<file path="config.mk">
export PLATFORM = sky130hd
export DESIGN_NAME = array_linked_list_with_free_list
export DESIGN_NICKNAME = d
export VERILOG_FILES = /design/src/rtl/alfl_pkg.sv /design/src/rtl/alfl_cell.sv /design/src/rtl/array_linked_list_with_free_list.sv
export SDC_FILE = /design/constraint.sdc
export NUM_CORES = 1
export LEC_CHECK = 0
export BUFFER_PORTS_ARGS = -buffer_cell sky130_fd_sc_hd__buf_2
export CORE_MARGIN = 8
export CORE_UTILIZATION = 30
export CTS_BUF_LIST = sky130_fd_sc_hd__clkbuf_2
export DETAILED_ROUTE_END_ITERATION = 12
export PLACE_DENSITY_LB_ADDON = 0.3
export SLEW_MARGIN = 30
export SYNTH_ARGS = -nofsm -noshare
export SYNTH_HDL_FRONTEND = slang
export SYNTH_SLANG_ARGS = --single-unit
</file>
<file path="constraint.sdc">
create_clock -name clock -period 3 [get_ports clock]
set_input_delay 0.3 -clock clock [delete_from_list [all_inputs] [get_ports clock]]
set_output_delay 0.3 -clock clock [all_outputs]
set_load 0.02 [all_outputs]
</file>
<file path="src/rtl/alfl_pkg.sv">
package alfl_pkg;

   // operation codes on req_func
   localparam logic FUNC_INSERT = 1'b0;
   localparam logic FUNC_REMOVE = 1'b1;

   // result codes on rsp_status
   localparam logic [1:0] ST_INSERTED  = 2'd0;
   localparam logic [1:0] ST_FULL      = 2'd1;
   localparam logic [1:0] ST_REMOVED   = 2'd2;
   localparam logic [1:0] ST_NOT_FOUND = 2'd3;

   localparam int KEY_W = 32;

   // contents of one cell: an occupied flag and its key
   typedef struct packed {
      logic                    valid;
      logic signed [KEY_W-1:0] key;
   } ent_type;

   // walk token passed from cell to cell during a remove
   typedef struct packed {
      logic search;  // still looking for a matching key
      logic shift;   // match found upstream, close the gap
   } tok_type;

   // end-of-walk report from a cell
   typedef struct packed {
      logic removed;
      logic missing;
   } done_type;

endpackage

</file>
<file path="src/rtl/alfl_cell.sv">
module alfl_cell (
   input  logic                              clock,
   input  logic                              reset,
   input  logic                              load_left,
   input  alfl_pkg::ent_type                 left,
   input  alfl_pkg::ent_type                 right,
   input  alfl_pkg::tok_type                 tok_in,
   input  logic signed [alfl_pkg::KEY_W-1:0] search_key,
   output alfl_pkg::ent_type                 ent,
   output alfl_pkg::tok_type                 tok_out,
   output alfl_pkg::done_type                done
);

   logic                              valid_ff, valid_in;
   logic signed [alfl_pkg::KEY_W-1:0] key_ff, key_in;
   alfl_pkg::tok_type                 tok_ff;
   logic                              match;
   logic                              hit;
   logic                              pull;

   assign ent.valid = valid_ff;
   assign ent.key   = key_ff;

   // compare against the searched key and decide what the token does next
   always_comb begin
      match           = valid_ff & (key_ff == search_key);
      hit             = tok_ff.search & match;
      pull            = hit | tok_ff.shift;
      tok_out.search  = tok_ff.search & valid_ff & ~match;
      tok_out.shift   = pull & right.valid;
      done.missing    = tok_ff.search & ~valid_ff;
      done.removed    = pull & ~right.valid;
   end

   // shift in from the head side on insert, from the tail side to close a gap
   always_comb begin
      if (load_left) begin
         valid_in = left.valid;
         key_in   = left.key;
      end else if (pull) begin
         valid_in = right.valid;
         key_in   = right.key;
      end else begin
         valid_in = valid_ff;
         key_in   = key_ff;
      end
   end

   always_ff @(posedge clock) begin
      if (reset) begin
         valid_ff <= 1'b0;
         tok_ff   <= '0;
      end else begin
         valid_ff <= valid_in;
         tok_ff   <= tok_in;
      end
   end

   always_ff @(posedge clock) begin
      key_ff <= key_in;
   end

endmodule

</file>
<file path="src/rtl/array_linked_list_with_free_list.sv">
// Pool of CAPACITY keys kept as a list, most recent insert at the head.
// The list is held in a row of cells in list order, cell 0 being the head,
// so the used cells always form a prefix of the row. On an insert every
// cell takes its head-side neighbor and the new key enters cell 0; the
// result appears the cycle after start and busy never rises. A full pool
// refuses the insert with no change. A remove sends a token down the row
// one cell per cycle; at the first equal key the cell drops its entry and
// the token closes the gap by pulling each following cell up one place.
// A remove ends when the gap has closed at the last used cell or, if the
// key is absent, when the token meets an empty cell or leaves the tail.
// busy is high while a remove walks. The result is shown for one cycle on
// rsp_valid and cannot be held off.
module array_linked_list_with_free_list #(
   parameter int CAPACITY = 8
) (
   input  logic                              clock,
   input  logic                              reset,
   input  logic                              start,
   output logic                              busy,
   input  logic                              req_func,
   input  logic signed [alfl_pkg::KEY_W-1:0] req_key,
   output logic                              rsp_valid,
   output logic [1:0]                        rsp_status
);

   localparam logic S_IDLE = 1'b0;
   localparam logic S_WALK = 1'b1;

   logic                              state_ff, state_in;
   logic                              rsp_valid_ff, rsp_valid_in;
   logic [1:0]                        rsp_status_ff, rsp_status_in;
   logic signed [alfl_pkg::KEY_W-1:0] key_ff, key_in;

   alfl_pkg::ent_type  ent_v     [CAPACITY];
   alfl_pkg::tok_type  tok_v     [CAPACITY];
   alfl_pkg::done_type done_v    [CAPACITY];
   logic [CAPACITY-1:0] removed_v;
   logic [CAPACITY-1:0] missing_v;

   logic               accept;
   logic               full;
   logic               insert_go;
   alfl_pkg::tok_type  inject;
   alfl_pkg::ent_type  new_ent;
   logic               walk_removed;
   logic               walk_missing;

   assign busy       = (state_ff == S_WALK);
   assign rsp_valid  = rsp_valid_ff;
   assign rsp_status = rsp_status_ff;

   assign accept    = start & ~busy;
   assign full      = ent_v[CAPACITY-1].valid;
   assign insert_go = accept & (req_func == alfl_pkg::FUNC_INSERT) & ~full;

   assign inject.search = accept & (req_func == alfl_pkg::FUNC_REMOVE);
   assign inject.shift  = 1'b0;
   assign new_ent.valid = 1'b1;
   assign new_ent.key   = req_key;

   // row of cells, head at index 0
   for (genvar i = 0; i < CAPACITY; i++) begin : g_cell
      alfl_pkg::ent_type left_ent;
      alfl_pkg::ent_type right_ent;
      alfl_pkg::tok_type tok_in;

      if (i == 0) begin : g_head
         assign left_ent = new_ent;
         assign tok_in   = inject;
      end else begin : g_mid
         assign left_ent = ent_v[i-1];
         assign tok_in   = tok_v[i-1];
      end

      if (i == CAPACITY - 1) begin : g_tail
         assign right_ent = '0;
      end else begin : g_body
         assign right_ent = ent_v[i+1];
      end

      alfl_cell u_cell (
         .clock      (clock),
         .reset      (reset),
         .load_left  (insert_go),
         .left       (left_ent),
         .right      (right_ent),
         .tok_in     (tok_in),
         .search_key (key_ff),
         .ent        (ent_v[i]),
         .tok_out    (tok_v[i]),
         .done       (done_v[i])
      );

      assign removed_v[i] = done_v[i].removed;
      assign missing_v[i] = done_v[i].missing;
   end

   // a search token leaving the tail cell found nothing
   assign walk_removed = |removed_v;
   assign walk_missing = (|missing_v) | tok_v[CAPACITY-1].search;

   // control: idle takes requests, walk waits for the token to finish
   always_comb begin
      state_in      = state_ff;
      rsp_valid_in  = 1'b0;
      rsp_status_in = rsp_status_ff;
      key_in        = key_ff;
      unique case (state_ff)
         S_IDLE: begin
            if (accept) begin
               if (req_func == alfl_pkg::FUNC_INSERT) begin
                  rsp_valid_in  = 1'b1;
                  rsp_status_in = full ? alfl_pkg::ST_FULL : alfl_pkg::ST_INSERTED;
               end else begin
                  key_in   = req_key;
                  state_in = S_WALK;
               end
            end
         end
         S_WALK: begin
            if (walk_removed) begin
               rsp_valid_in  = 1'b1;
               rsp_status_in = alfl_pkg::ST_REMOVED;
               state_in      = S_IDLE;
            end else if (walk_missing) begin
               rsp_valid_in  = 1'b1;
               rsp_status_in = alfl_pkg::ST_NOT_FOUND;
               state_in      = S_IDLE;
            end
         end
         default: begin
            state_in = S_IDLE;
         end
      endcase
   end

   always_ff @(posedge clock) begin
      if (reset) begin
         state_ff     <= S_IDLE;
         rsp_valid_ff <= 1'b0;
      end else begin
         state_ff     <= state_in;
         rsp_valid_ff <= rsp_valid_in;
      end
   end

   always_ff @(posedge clock) begin
      rsp_status_ff <= rsp_status_in;
      key_ff        <= key_in;
   end

endmodule

</file>
---- After elaboration in Yosys (flattened, before gate mapping) ----
Index checks and enable logic that the tools add are counted.
word-level totals
  register bits ........................... 315
  bits in latches ......................... 0
  RAM bits ................................ 0
  bits in read-only memories .............. 0
  input bits .............................. 36
  word-level logic and storage cells ...... 191
  memories kept ........................... 0
operators by class
  $add $sub $neg .......................... 0
  $mul .................................... 0
  div/mod/pow operators ................... 0
  $lt $le $gt $ge ......................... 0
  equal/unequal tests ..................... 11
  shift-type cells ........................ 0
  multiplexer cells ....................... 48
  bitwise gates (word level) .............. 85
  reduce and logical (&&, ||, !) cells .... 12
operators by type and width
  kind                                                              count
  32-bit two-way mux                                                16
  32-bit equality test                                              8
  1-bit bitwise AND                                                 58
  1-bit two-way mux                                                 25
  1-bit NOT                                                         18
  2-bit nonzero test                                                8
  8-bit OR reduction                                                2
  2-bit two-way mux                                                 4
  1-bit bitwise OR                                                  8
  3-bit AND reduction                                               2
  2-bit != test (second input constant)                             2
  1-bit one-hot mux with 2 select lines                             2
  2-bit one-hot mux with 2 select lines                             1
  3-bit by 1-bit != test with 1-bit output (second input constant)  1
  1-bit bitwise OR (second input constant)                          1

---- Longest topological paths before layout ----
Gate-level depths: netlist (run 1).
  depth in word-level cells ............... 8
  gate-level depth with buffers ........... 8

---- Cells and area by module ----
Synthesis (run 1) repeated with hierarchy kept, for this count alone.
unflattened totals
  cells, all modules ...................... 1,184
  area total of the unflattened synthesis .. 16,594.7 um^2
modules (own cells, without submodules)
  module                            times used  cells an instance  area an instance (um^2)  sequential area each (um^2)
  alfl_cell                         8           141                1,923.1                  1,021.0
  array_linked_list_with_free_list  1           56                 1,209.9                  1,061.0

---- Worst setup path before layout (run 1) ----
OpenSTA, ideal clock, no wires.
  kind .................................... register to register
  from .................................... register key_ff[29] in the netlist's numbering
  to ...................................... register g_cell[3].u_cell.key_ff[0] in the netlist's numbering, enable pin
  setup time .............................. 0.394 ns
  arrival time ............................ 2.348 ns
  required time ........................... 2.606 ns
  setup slack ............................. 0.258 ns
  cell stages (with the launch flop) ...... 7
  path buffers ............................ 1
  path through ............................ edfxtp_1 > buf_4 > xor2_1 > a221o_1 > nor4_2 > a41o_1 > nand2b_1
on the way
  longest elaborated chain between the ends .. 5
RTL lines
  item                          line                                     source
  start, declared               array_linked_list_with_free_list.sv:32   logic signed [alfl_pkg::KEY_W-1:0] key_ff, key_in;
  start signal, assigned        array_linked_list_with_free_list.sv:149  key_ff <= key_in;
  32-bit equality test          alfl_cell.sv:26                          match = valid_ff & (key_ff == search_key);
  1-bit bitwise AND             alfl_cell.sv:26
  1-bit bitwise AND             alfl_cell.sv:27                          hit = tok_ff.search & match;
  1-bit bitwise OR              alfl_cell.sv:28                          pull = hit | tok_ff.shift;
  2-bit nonzero test (no line)  -
  end signal, assigned          alfl_cell.sv:60                          key_ff <= key_in;
  end, declared                 alfl_cell.sv:15                          logic signed [alfl_pkg::KEY_W-1:0] key_ff, key_in;
Every way passes these cells.
A chain may end at the register's enable or synchronous reset.

---- Worst setup path after layout (run 1) ----
  from .................................... register key_ff[13] in the netlist's numbering
  to ...................................... register g_cell[0].u_cell.key_ff[12] in the netlist's numbering, enable pin
on the way
  longest elaborated chain between the ends .. 5
RTL lines
  item                          line
  32-bit equality test          alfl_cell.sv:26
  1-bit bitwise AND             alfl_cell.sv:26
  1-bit bitwise AND             alfl_cell.sv:27
  1-bit bitwise OR              alfl_cell.sv:28
  2-bit nonzero test (no line)  -
  end signal, assigned          alfl_cell.sv:60
  end, declared                 alfl_cell.sv:15
Every way passes these cells.

==> results.txt, run 1 <==
buffer type at the clock tree root - clkbuf_2
synth warn - 0
Area growth, synth to finish - 16.9%
leak pwr - 7.50 nW
sequential area share after synthesis - 56.7%
max capacitance violation total - 0
post-synthesis cell type with the largest combined area - edfxtp_1
Initial Util - 30.2%
Crit. End Element - flip-flop
Hold WC Path Type - in2reg
routed wire length - 56700 um
H-tree lvl count - 3
biggest area contributors in the synthesized netlist - edfxtp_1, nand2_1, xnor2_1, dfxtp_1, xor2_1
number of nets in the layout - 1814
Site Rows - 85
final weighted congestion in routability-driven placement - 0.959
class of the most critical setup path - reg2reg
data required time of the worst path - 3640 ps
remaining global-route overflow - 0
1st-pass router iterations - 5
maximum VDD drop - 0.260 mV
post-synthesis instance area - 16200 um^2
Final Max Slew Viols - 0
setup total negative slack - 0 ps
run status - finished, final reports clean
type of origin of the critical path - flip-flop
final number of hold-violating endpoints - 0
average wire per cell in the routed design - 22.3 um
antenna viol nets, final - 0
number of flops mapped to enable cells by yosys - 290
horizontal die dimension - 249 um
number of antenna violations at the first check in global routing - 2
number of vias after detailed routing - 12.5k
cells along the critical path - xnor2_1 > buf_4 > nand4_1 > a2111oi_0 > and4_1 > nand2_1 > nand2_1 > buf_12
violation count after the first detailed-routing iteration - 1348
CP most frequent cell - nand2_1
maximum net fanout on the critical path - 32
fraction of the cycle the final worst path needs - 97.2%
total routing usage reported by global routing - 17.9%
die boundary height - 249 um
worst hold margin - 111 ps
shortest clock period the worst path allows after layout - 2920 ps
global-route wire length before repair - 83300 um
Synth Net Count - 1645
DR vias/cell - 4.91
ratio of cells with drive above 1 in the final layout - 15.2%
cell count after synthesis - 1609
Slowest Stage Delay on Critical Path - 620 ps
HPWL after DPL - 41000 um
DIE AREA - 61800 um^2
number of buffers inserted by port buffering - 39
vias in the first global route - 12.5k
number of top-level pins - 40
R2R setup slack - 80 ps
pin count of the biggest net entering global routing - 133
number of buffers between clock root and the deepest sink - 3
mean post-synth cell area - 10.1 um^2
clock transition at the register clock pins on the worst setup and hold paths after CTS - 100 ps
clk_skew - 95.8 ps
clock tree from TritonCTS - built
slowest stage cell on the critical path - edfxtp_1
clock insertion delay at the later pin of the skew report - 1040 ps
TritonCTS Buffers - 87
most used flip-flop cell after synthesis - edfxtp_1
power density over the cells - 523 nW/um^2
slew of the pin with the lowest slew margin - 687 ps
DR DRC count - 0
Core Footprint - 53700 um^2
clk sink count - 315
total power consumption of the routed design - 0.00994 W
arrival time reported for the critical path endpoint - 3560 ps
highest clock rate - 0.343 GHz
count of state elements after synthesis - 315
final setup violation count - 0
relative slew slack - 54.2%
count of distinct cell types in the synthesized netlist - 67
top cell type's share of synthesized area - 53.6%
fraction of registers with async set/reset - 0%
==> cell type report <==
| cell class | instances | area (um^2) |
|---|---|---|
| repair buffers | 172 | 1520 |
| clock inverters | 17 | 119 |
| inverters | 29 | 109 |
| well taps | 696 | 871 |
| flip-flops and latches | 315 | 9210 |
| multi-input cells | 1173 | 6470 |
| fillers | 5470 | 34700 |
| diodes | 2 | 5.00 |
| clock buffers | 137 | 686 |
==> cell usage in the layout, fill, tap and decap left out, types with 25 or more instances in the layout <==
cell,Yosys,layout
buf_2,1,39
dfxtp_1,25,25
dlygate4sd3_1,0,65
xor2_1,50,50
edfxtp_1,290,290
and2_1,32,32
nand4_1,49,49
buf_4,28,55
nand2_1,676,676
xnor2_1,185,182
clkbuf_2,0,137
==> cell usage after synthesis, types with 3 or more instances <==
| library cell | n |
|---|---|
| dfxtp_1 | 25 |
| nand4_1 | 49 |
| nand2b_1 | 10 |
| nor4_2 | 3 |
| o2111ai_1 | 5 |
| inv_2 | 5 |
| nor3_1 | 12 |
| buf_6 | 6 |
| nor4_1 | 24 |
| o221ai_1 | 4 |
| mux2i_1 | 3 |
| buf_4 | 28 |
| nand2_1 | 676 |
| and2_1 | 32 |
| nor2b_1 | 8 |
| nand3_1 | 17 |
| inv_1 | 23 |
| nor4b_1 | 3 |
| nor3b_1 | 4 |
| o21ai_0 | 14 |
| xnor2_1 | 185 |
| nor2_1 | 14 |
| a211oi_1 | 5 |
| clkbuf_1 | 57 |
| edfxtp_1 | 290 |
| a31oi_1 | 3 |
| xor2_1 | 50 |
| a21oi_1 | 6 |
==> worst max-delay path, delay by kind of cell (launching register included) <==
kind                   cells  cell delay [ps]
AND/OR/NAND/NOR            4              660
XOR/XNOR                   1              280
buffers and inverters      2              430
flip-flops                 1              620
AO/OA/AOI/OAI              1              590
==> worst paths after layout <==
kind / cells after the start / to / from
min reg2reg: 2 / g_cell[6].u_cell.tok_ff[0] / g_cell[6].u_cell.valid_ff
max: 8 / g_cell[0].u_cell.key_ff[12] / key_ff[13]
min: 4 / g_cell[0].u_cell.key_ff[20] / req_key[20]
max reg2reg: 8 / g_cell[0].u_cell.key_ff[12] / key_ff[13]
==> registers in the layout (all words and copies together) (netlist names) <==
name                    cells
g_cell.u_cell.tok_ff       15
busy                        1
rsp_status                  2
g_cell.u_cell.valid_ff      8
key_ff                     32
g_cell.u_cell.key_ff      256
rsp_valid                   1
==> power breakdown <==
| group | switching [W] | internal, W | total [W] |
|---|---|---|---|
| sequential | 0.000276 | 0.00509 | 0.00537 |
| clock | 0.00190 | 0.00136 | 0.00326 |
| combinational | 0.000812 | 0.000497 | 0.00131 |
| total | 0.00299 | 0.00695 | 0.00994 |
==> logic make-up after synthesis <==
kind of cell / Yosys count / share of synthesized area, %
buffers and inverters: 121 / 3.73
xor gates and xnor gates: 238 / 13.0
DFF: 315 / 56.7
AOI/OAI and AO/OA: 61 / 2.95
muxes: 4 / 0.277
and+or+nand+nor: 870 / 23.4
==> layer usage <==
layer | share of wire [%] | global-route usage [%] | routed length [um] | up-vias
li1 | - | - | - | 5781
met1 | 44 | 23.8 | 24700 | 6055
met2 | 47 | 28.9 | 26500 | 532
met3 | 6.7 | 3.09 | 3770 | 104
met4 | 3.1 | 6.73 | 1760 | 0
met5 | 0 | 0 | 0 | -
==> per-stage QoR <==
step	cell area (um^2)	cells	setup slack [ps]	utilization (%)
after floorplan	16200	1609	258	-
after global placement	17500	2317	-80.4	32.5
after detailed placement	17500	2317	-96.6	32.5
after CTS	18900	2536	32.3	35.2
after global routing	19000	2541	-11.6	35.4
final	19000	2541	84.7	35.4
==> timing repair <==
item	CTS	global route
resized for setup	1	4
hold endpoints to repair	153	0
setup buffers	0	3
endpoints found under the setup margin	35	63
hold buffers	65	0
pin swaps	0	1
Note: power is estimated with default switching activity, not from simulation.
==> run 2, diff against run 1 <==
- CTS_BUF_LIST: sky130_fd_sc_hd__clkbuf_2 -> sky130_fd_sc_hd__clkbuf_4 sky130_fd_sc_hd__clkbuf_8 sky130_fd_sc_hd__clkbuf_16
==> run 2 against run 1 <==
Effect of this change: register-to-register slack better by 20 ps; fmax is 0.63% higher; highest routed layer unchanged; hold slack worse by 0.97 ps; power is 11% higher; sequential share of layout area is 0.054 points lower; global-route usage is 0.34 points lower; sequential power hardly changed; largest power group unchanged; final cell count is 4.7% lower; final area is 0.11% higher; combinational power is 3% lower.
==> results.txt, run 2 (synthesis results as in run 1) <==
run status - finished, final reports clean
clock tree from TritonCTS - built
most frequent standard cell in the layout excluding fill and tap cells - nand2_1
fin area - 19000 um^2 (+0.11%)
fraction of the cycle the final worst path needs - 96.6% (-0.61 points)
maximum net fanout on the critical path - 32 (unchanged)
Slowest Stage Delay on Critical Path - 610 ps (about the same)
worst hold margin - 110 ps (-0.971 ps)
Area growth, synth to finish - 17.1%
Critical Path Start - key_ff[13]
DIE AREA - 61800 um^2 (unchanged)
number of buffers between clock root and the deepest sink - 3 (unchanged)
CP most frequent cell - nand2_1
average wire per cell in the routed design - 23.0 um (+2.9%)
max capacitance violation total - 0 (unchanged)
Initial Util - 30.2% (unchanged)
DR vias/cell - 4.95 (+0.90%)
final number of hold-violating endpoints - 0 (unchanged)
number of flip-flops under the largest register name - 256 (unchanged)
r2r startpoint - key_ff[13]
registers with the most flip-flops - g_cell.u_cell.key_ff (256), key_ff (32), g_cell.u_cell.tok_ff (15)
global-route wire length before repair - 81700 um (-1.8%)
largest reg by FF count - g_cell.u_cell.key_ff
die boundary height - 249 um (unchanged)
clock share of power - 39.6% (+6.8 points)
cells along the critical path - xnor2_1 > buf_4 > nand4_1 > a2111oi_0 > and4_1 > nand2_1 > nand2_1 > buf_12
Layout Utilization - 35.4% (+0.040 points)
ratio of cells with drive above 1 in the final layout - 11.5% (-3.7 points)
class of the most critical setup path - reg2reg
total routing usage reported by global routing - 17.5% (-0.34 points)
leading cell types in the layout, fill and taps excluded - nand2_1, edfxtp_1, xnor2_1
final setup violation count - 0 (unchanged)
internal power of the cells - 0.00805 W (+16%)
clock transition at the register clock pins on the worst setup and hold paths after CTS - 60 ps (-40 ps)
power density over the cells - 579 nW/um^2 (+11%)
clock insertion delay at the later pin of the skew report - 570 ps (-470 ps)
Crit. End Element - flip-flop
Placement Cell Area - 17500 um^2 (unchanged)
H-tree lvl count - 2 (-1)
Core Footprint - 53700 um^2 (unchanged)
clk_skew - 31.6 ps (-64.2 ps)
slew of the pin with the lowest slew margin - 699 ps (+12.0 ps)
number of antenna violations at the first check in global routing - 0 (-2)
buffer type at the clock tree root - clkbuf_16
switching part of the total - 26.8% (-3.2 points)
maximum VDD drop - 0.417 mV (+61%)
data required time of the worst path - 3220 ps (-420 ps)
Sw Pwr - 0.00295 W (-1.3%)
arrival time reported for the critical path endpoint - 3120 ps (-440 ps)
remaining global-route overflow - 0 (unchanged)
Final Max Slew Viols - 0 (unchanged)
relative slew slack - 53.4% (-0.80 points)
combinational share of power - 11.5% (-1.7 points)
1st-pass router iterations - 5 (unchanged)
Hold WC Path Type - in2reg
leak pwr - 7.32 nW (-2.4%)
clk sink count - 315 (unchanged)
HPWL after DPL - 41000 um (unchanged)
source of the worst hold timing path - start
pin count of the biggest net entering global routing - 133 (unchanged)
Sequential Power Share - 48.9% (-5.1 points)
vias in the first global route - 11.9k (-5.4%)
violation count after the first detailed-routing iteration - 1407 (+4.4%)
slowest stage cell on the critical path - edfxtp_1
number of nets in the layout - 1731 (-4.6%)
horizontal die dimension - 249 um (unchanged)
number of buffers inserted by port buffering - 39 (unchanged)
shortest clock period the worst path allows after layout - 2900 ps (-18.2 ps)
antenna viol nets, final - 0 (unchanged)
highest clock rate - 0.345 GHz (+0.63%)
TritonCTS Buffers - 37 (-57%)
routed wire length - 55600 um (-1.9%)
setup total negative slack - 0 ps (unchanged)
final weighted congestion in routability-driven placement - 0.959 (unchanged)
Site Rows - 85 (unchanged)
number of vias after detailed routing - 12.0k (-3.8%)
DR DRC count - 0 (unchanged)
number of top-level pins - 40 (unchanged)
type of origin of the critical path - flip-flop
## run 2: cell count changes in the layout (fill, tap and decap cells not counted)
cell / previous run / this run
clkbuf_8: 0 / 3
dlygate4sd3_1: 65 / 32
clkinv_1: 13 / 9
clkbuf_2: 137 / 0
clkbuf_16: 0 / 37
inv_2: 6 / 5
clkinv_2: 2 / 3
bufinv_16: 2 / 0
clkbuf_4: 0 / 12
inv_4: 0 / 2
clkinv_8: 0 / 2
inv_6: 0 / 1
## run 2: timing repair
item,CTS,global route
pin swaps,0,1
hold buffers,32,0
setup buffers,0,3
setup endpoints to repair,35,65
hold endpoints to repair,38,0
resized for setup,1,4
## run 2: final cells by class
cell class / count / area (um^2)
antenna: 2 / 5.00
clock buffer: 52 / 1060
tap: 696 / 871
sequential: 315 / 9210
multi-input combinational: 1173 / 6470
timing repair buffer: 139 / 1190
fill: 5399 / 34700
clock inverter: 16 / 98.8
inverter: 29 / 109
## run 2: worst paths after layout
path / cells after the start / end / slack [ps]
hold / removal: 3 / rsp_valid / 110
setup reg to reg: 8 / g_cell[0].u_cell.key_ff[11] / 100
setup / recovery: 8 / g_cell[0].u_cell.key_ff[11] / 100
hold reg to reg: 2 / g_cell[6].u_cell.tok_ff[0] / 510
## run 2: power by group through the flow
stage	registers (W)	logic, W	clock network (W)
after detailed placement	0.00546	0.00123	0
after global placement	0.00546	0.00122	0
after floorplan	0.00533	0.000793	0
after global routing	0.00540	0.00137	0.00462
after CTS	0.00537	0.00127	0.00445
final	0.00538	0.00127	0.00435
## run 2: through the flow
step | total power [W] | cells | setup WS [ps]
2_1_floorplan | 0.00612 | 1609 | 258
5_1_grt | 0.0114 | 2420 | -10.4
3_5_place_dp | 0.00669 | 2317 | -96.6
6_report | 0.0110 | 2422 | 103
3_3_place_gp | 0.00668 | 2317 | -80.4
4_1_cts | 0.0111 | 2417 | 31.0
## run 2: per-layer routing
metal | wire [um] | track usage [%] | up-vias
met4 | 1610 | 5.11 | 0
met1 | 24600 | 23.8 | 5899
met2 | 26000 | 28.5 | 439
met5 | 0 | 0 | -
met3 | 3380 | 2.90 | 75
li1 | - | - | 5582
## run 2: critical path: cells and delay by family, from the launching register on
family                    cells  cell delay [ps]
DFF                           1              610
and+or+nand+nor               4              650
xor gates and xnor gates      1              270
AOI/OAI and AO/OA             1              590
buffers and inverters         2              410
